$ cat src/design/column_table_count_engine_macros.svh
// Assertion macros used by the block's top-level checks.
`ifndef COLUMN_TABLE_COUNT_ENGINE_MACROS_SVH
`define COLUMN_TABLE_COUNT_ENGINE_MACROS_SVH

// Same-cycle implication, reset masked.
`define CTCE_ASSERT_NOW(label, clk, rst, ante, cons, msg) \
   label: assert property (@(posedge clk) disable iff (rst) (ante) |-> (cons)) \
      else $error(msg);

// Next-cycle implication, reset masked.
`define CTCE_ASSERT_NEXT(label, clk, rst, ante, cons, msg) \
   label: assert property (@(posedge clk) disable iff (rst) (ante) |=> (cons)) \
      else $error(msg);

`endif

$ cat src/design/ctce_pkg.sv
`timescale 1ns / 1ps

package ctce_pkg;

   // Default geometry
   localparam int NUM_COLUMNS_DEF     = 4;
   localparam int ROWS_PER_COLUMN_DEF = 256;
   localparam int VALUE_BITS_DEF      = 32;

   // Fixed field widths
   localparam int ACTION_W = 3;
   localparam int COL_W    = 2;
   localparam int ROW_W    = 8;
   localparam int CFG_W    = 3;
   localparam int COUNT_W  = 11;

   localparam logic [CFG_W-1:0]   CFG_RESET = 3'd4;
   localparam logic [COUNT_W-1:0] COUNT_MAX = 11'd2047;

   typedef enum logic [ACTION_W-1:0] {
      ACT_APPEND  = 3'd0,
      ACT_READ    = 3'd1,
      ACT_REPLACE = 3'd2,
      ACT_DELETE  = 3'd3,
      ACT_CNT_EQ  = 3'd4,
      ACT_CNT_GT  = 3'd5,
      ACT_CNT_LT  = 3'd6,
      ACT_EXISTS  = 3'd7
   } action_type;

   // Controller to datapath
   typedef struct packed {
      logic load;    // latch request fields
      logic decide;  // run checks, single-cycle ops, start scans
      logic step;    // one row of a scan or shift
      logic shrink;  // drop one row from every covered column
      logic push;    // move result to the output register
   } cmd_type;

   // Datapath to controller
   typedef struct packed {
      action_type action;
      logic       delete_ok;
      logic       any_active;
   } status_type;

endpackage

$ cat src/design/ctce_ctrl.sv
`timescale 1ns / 1ps

module ctce_ctrl (
   input  logic                clock,
   input  logic                reset,
   input  logic                req_valid,
   output logic                req_ready,
   output logic                rsp_valid,
   input  logic                rsp_ready,
   input  ctce_pkg::status_type status,
   output ctce_pkg::cmd_type    cmd
);
   import ctce_pkg::*;

   typedef enum logic [2:0] {
      S_IDLE,
      S_DECIDE,
      S_SCAN,
      S_SHIFT,
      S_DONE
   } state_type;

   state_type state_ff, state_in;
   logic      rsp_valid_ff, rsp_valid_in;

   // Next state and commands
   always_comb begin
      cmd      = '0;
      state_in = state_ff;
      case (state_ff)
         S_IDLE: begin
            cmd.load = req_valid;
            if (req_valid) begin
               state_in = S_DECIDE;
            end
         end
         S_DECIDE: begin
            cmd.decide = 1'b1;
            case (status.action)
               ACT_APPEND, ACT_READ, ACT_REPLACE: state_in = S_DONE;
               ACT_DELETE: state_in = status.delete_ok ? S_SHIFT : S_DONE;
               default: state_in = S_SCAN;
            endcase
         end
         S_SCAN: begin
            cmd.step = 1'b1;
            if (!status.any_active) begin
               state_in = S_DONE;
            end
         end
         S_SHIFT: begin
            cmd.step = 1'b1;
            if (!status.any_active) begin
               cmd.shrink = 1'b1;
               state_in   = S_DONE;
            end
         end
         S_DONE: begin
            if (!rsp_valid_ff || rsp_ready) begin
               cmd.push = 1'b1;
               state_in = S_IDLE;
            end
         end
         default: state_in = S_IDLE;
      endcase
   end

   // Output register handshake
   always_comb begin
      rsp_valid_in = rsp_valid_ff;
      if (cmd.push) begin
         rsp_valid_in = 1'b1;
      end else if (rsp_ready) begin
         rsp_valid_in = 1'b0;
      end
   end

   always_ff @(posedge clock) begin
      if (reset) begin
         state_ff     <= S_IDLE;
         rsp_valid_ff <= 1'b0;
      end else begin
         state_ff     <= state_in;
         rsp_valid_ff <= rsp_valid_in;
      end
   end

   assign req_ready = (state_ff == S_IDLE);
   assign rsp_valid = rsp_valid_ff;

endmodule

$ cat config.mk
export PLATFORM = sky130hd
export DESIGN_NAME = ctce_ctrl
export DESIGN_NICKNAME = d
export VERILOG_FILES = /design/src/design/column_table_count_engine_macros.svh /design/src/design/ctce_pkg.sv /design/src/design/ctce_ctrl.sv
export SDC_FILE = /design/constraint.sdc
export NUM_CORES = 1
export LEC_CHECK = 0
export ABC_AREA = 1
export BUFFER_PORTS_ARGS = -buffer_cell sky130_fd_sc_hd__buf_2
export CAP_MARGIN = 15
export CELL_PAD_IN_SITES_DETAIL_PLACEMENT = 1
export CELL_PAD_IN_SITES_GLOBAL_PLACEMENT = 1
export CORE_AREA = 2 2 39 41
export DETAILED_ROUTE_END_ITERATION = 12
export DIE_AREA = 0 0 41 43
export PLACE_DENSITY = 0.72
export RECOVER_POWER = 100
export REMOVE_ABC_BUFFERS = 1
export SLEW_MARGIN = 40
export SYNTH_ARGS = -nofsm -noshare
export SYNTH_HDL_FRONTEND = slang
export SYNTH_SLANG_ARGS = --single-unit
$ cat constraint.sdc
create_clock -name clock -period 2.5 [get_ports clock]
set_input_delay 0.375 -clock clock [delete_from_list [all_inputs] [get_ports clock]]
set_output_delay 0.375 -clock clock [all_outputs]
set_load 0.03 [all_outputs]
After elaboration in Yosys (flattened, before gate mapping)
Cells that the tools add are included.
- input port bits: 9
- logic and storage cells: 35
- register bits: 4
- output and inout bits: 7
- reduce and logical (&&, ||, !) cells: 8
- equality and inequality tests: 10
- multiplexer cells: 15
- operators by type and width (operator ; number):
    equality test 3 x 2 -> 1 bit, second input constant ; 4
    two-way mux 3 bit ; 4
    one-hot mux 3 bit (4 select lines) ; 1
    two-way mux 1 bit ; 9
    equality test 3 x 1 -> 1 bit, second input constant ; 2
    logical NOT 3 bit ; 2
    != test 2 bit, second input constant ; 3
    one-hot mux 3 bit (2 select lines) ; 1
    equality test 3 bit, second input constant ; 1
    AND reduction 3 bit ; 1
    OR reduction 3 bit ; 1
    nonzero test 2 bit ; 1
    OR reduction 2 bit ; 1
    logical NOT 1 bit ; 1
    logical OR 1 bit ; 1

Logic depth before layout (Yosys ltp)
- word-level depth: 5
- depth in mapped cells: 9

Least setup slack after synthesis
OpenSTA, ideal clock, no wires.
- kind: reg-to-output
- start: register state_ff[1]
- end: output port cmd[1] (netlist name)
- stages on the path, launching flop included: 3
- buffers on the path: 0
- required time: 2.125 ns
- arrival: 1.177 ns
- path slack: 0.948 ns
- path through: dfxtp_1 nand2_2 nor3_1
- RTL lines (item ; RTL line ; text):
    start, declared ; ctce_ctrl.sv:23 ; state_type state_ff, state_in;
    start signal, assigned ; ctce_ctrl.sv:83 ; state_ff <= state_in;
    end, declared ; ctce_ctrl.sv:11 ; output ctce_pkg::cmd_type cmd

==> metrics.csv <==
stage;metric;value;unit
run_status;status;complete, no violations;
sta;slew margin rel.;75.4;%
clocking;Clock Tree Root;clkbuf_4;
power;VDD IR max;0.253;mV
route;Residual DRC;0;
synth;Seq/Total Area, Yosys;27.4;%
die;Die Wd;41;um
worst_setup_path;Reg2Reg Depth;7;
cells_and_area;non-filler cells, final;79;
route;DR WL/cell;9.20;um
worst_setup_path;R2R setup slack;1.33;ns
grt;grt total ovfl;0;
clocking;number of CTS-inserted buffers;3;
cells_and_area;most common cell after layout, fill and taps aside;nand2_1;
route;drt first-iter violations;4;
sta;Fin. Hold Viols;0;
grt;pin count of the biggest net entering global routing;7;
synth;#FFs+latches synth;4;
worst_setup_path;CP peak stage delay;0.45;ns
clocking;clk_lat worst skew;0.23;ns
cells_and_area;area occupied by registers;80.1;um^2
placed_design;placed instance area;380;um^2
clocking;Sink Count;4;
worst_hold_path;Worst Hold Launch;reset;
cells_and_area;area of the multi-input gates;164;um^2
synth;syn avg cell area;6.36;um^2
die;core region area;1380;um^2
sta;fmax;546;MHz
die;area of the die;1760;um^2
cells_and_area;nets@finish;74;
grt;initial antenna violation count;0;
worst_hold_path;Hold Crit Endpoint;state_ff[1];
synth;post-synthesis cell area;293;um^2
synth;Mapped Cells;46;
clocking;Resized cells post-CTS;0;
sta;Final Max Tran Viols;0;
die;Rows;14;
clocking;CTS Buffer Depth;2;
grt;GRT Total Usage;9.64;%
worst_setup_path;r2r endpoint;state_ff[0];
route;vias;332;
worst_setup_path;Setup CP Type;flip-flop to output port;
flow_run;MaxCap Viol Count;0;
clocking;total setup buffers inserted after CTS;0;
synth;YS warnings;0;
sta;Tmin final;1.83;ns
worst_setup_path;Setup crit end kind;output port;
die;Ports;16;
route;final wirelength;727;um
placed_design;HPWL Detailed;590;um
worst_setup_path;Worst Path Arrival;1.46;ns
clocking;hold buffer count at cts;0;
worst_hold_path;Hold Path Cell Cnt;2;
sta;Worst-Margin Slew;0.370;ns
route;post-route ant nets;0;
clocking;H-Tree Depth;1;
cells_and_area;antenna diode count;0;
worst_setup_path;Req. time, crit path;2.12;ns
worst_setup_path;CP Max Fanout;5;
placed_design;IO buf count;15;
power;leakage power;0.184;nW
worst_hold_path;Hold Crit Class;primary input to flip-flop;
route;via-per-instance ratio;4.20;
worst_setup_path;number of buffers and inverters on the critical path;2;
cells_and_area;most frequent cells in the layout;12 x nand2_1, 8 x buf_2, 7 x inv_1, 7 x nor2_1, 7 x clkbuf_1;
power;Pwr Total;0.460;mW
cells_and_area;fin area;383;um^2
power;Power Density;1200;nW/um^2
grt;number of global-route vias before repair;312;
worst_setup_path;crit-path leading delay family;flip-flops;
placed_design;Cells after DPL;76;
clocking;CTS tree;built;
sta;Layout Skew;0.00496;ns
die;effective utilization at floorplan;21.2;%
sta;TNS Setup;0;ns
placed_design;GP Congestion;0.728;
cells_and_area;area grow syn2layout;30.8;%
worst_setup_path;FF-to-FF Start;state_ff[1];
cells_and_area;final core utilization;27.7;%
clocking;Reg clk slew, reported paths;0.04;ns
synth;Synth cell types;15;
route;First-pass DRT Iterations;2;
die;DIE HEIGHT;43;um
grt;first-pass GRT wire length;1190;um
worst_setup_path;crit path cell chain;inv_2 -> nor4_1 -> clkbuf_1;
sta;period utilization;73.3;%
worst_setup_path;Setup crit start kind;flip-flop;
cells_and_area;Fill cells;185;
sta;Setup Viol. Count Final;0;
worst_setup_path;Worst path slowest cell;dfxtp_1;
sta;RSZ-0062 raised after global routing;no;
cells_and_area;layout cells sized above 1;27.0;%
power by group:
group	total, mW	switching, mW	internal [mW]	leakage [nW]
registers	0.114	0.0294	0.0846	0.0328
logic	0.268	0.193	0.0749	0.138
clock network	0.0784	0.0248	0.0536	0.0138
total	0.460	0.247	0.213	0.184
synthesized netlist by cell type:
master,number,area share [%]
a21oi_1,2,3.4
a21oi_4,1,5.6
buf_4,1,2.6
dfxtp_1,4,27
inv_1,7,9.0
inv_2,1,1.3
nand2_1,10,13
nand2_2,4,8.5
nand3_1,4,6.8
nor2_1,7,9.0
nor2_2,1,2.1
nor3_1,1,1.7
nor4_2,1,4.3
o21ai_2,1,3.0
o21bai_1,1,2.6
worst reg2reg max path: stages (launching register included):
cell,delay (ns)
dfxtp_1,0.42
nand2_1,0.15
a21oi_4,0.18
nand2_2,0.09
nand2_1,0.10
nand2_1,0.05
nand2_1,0.05
nor2_1,0.03
flip-flops by register name, indices dropped and copies added, names as in the netlist:
name and count:
state_ff 3, rsp_valid 1
worst max-delay path by stage:
stage,startpoint,end,slack [ns],cells after the start
2_1_floorplan,state_ff[1],cmd[1],0.95,2
3_3_place_gp,state_ff[2],cmd[0],1.13,3
3_5_place_dp,state_ff[2],cmd[0],1.09,3
4_1_cts,state_ff[2],cmd[0],0.83,3
5_1_grt,state_ff[2],cmd[0],0.59,3
6_report,state_ff[2],cmd[0],0.67,3
metal layers:
metal	wire [um]	up-vias	GRT usage, %
met4	0	0	4.00
li1	-	177	-
met5	0	-	0
met3	25	0	1.57
met1	358	147	13.8
met2	344	8	13.8
through the flow:
step | setup slack, ns | hold WS [ns]
floorplan | 0.948 | 0.444
global placement | 1.13 | 0.569
detailed placement | 1.09 | 0.576
CTS | 0.833 | 0.331
global route | 0.588 | 0.337
finish | 0.668 | 0.335
layout make-up:
cell class / count / area share [%]
inverters: 8 / 7.84
repair buffers: 15 / 17.3
multi-input cells: 33 / 42.8
well taps: 16 / 5.23
flip-flops and latches: 4 / 20.9
clock buffers: 3 / 5.88
logic make-up (layout without fill, tap and decap cells):
logic type      Yosys count  count (layout)  share of synthesized area (%)
flops                     4               4                           27.4
compound gates            5               5                           14.5
simple gates             28              28                           45.3
buf+inv                   9              26                           12.8
No activity file was read; power rests on OpenSTA's default activity.
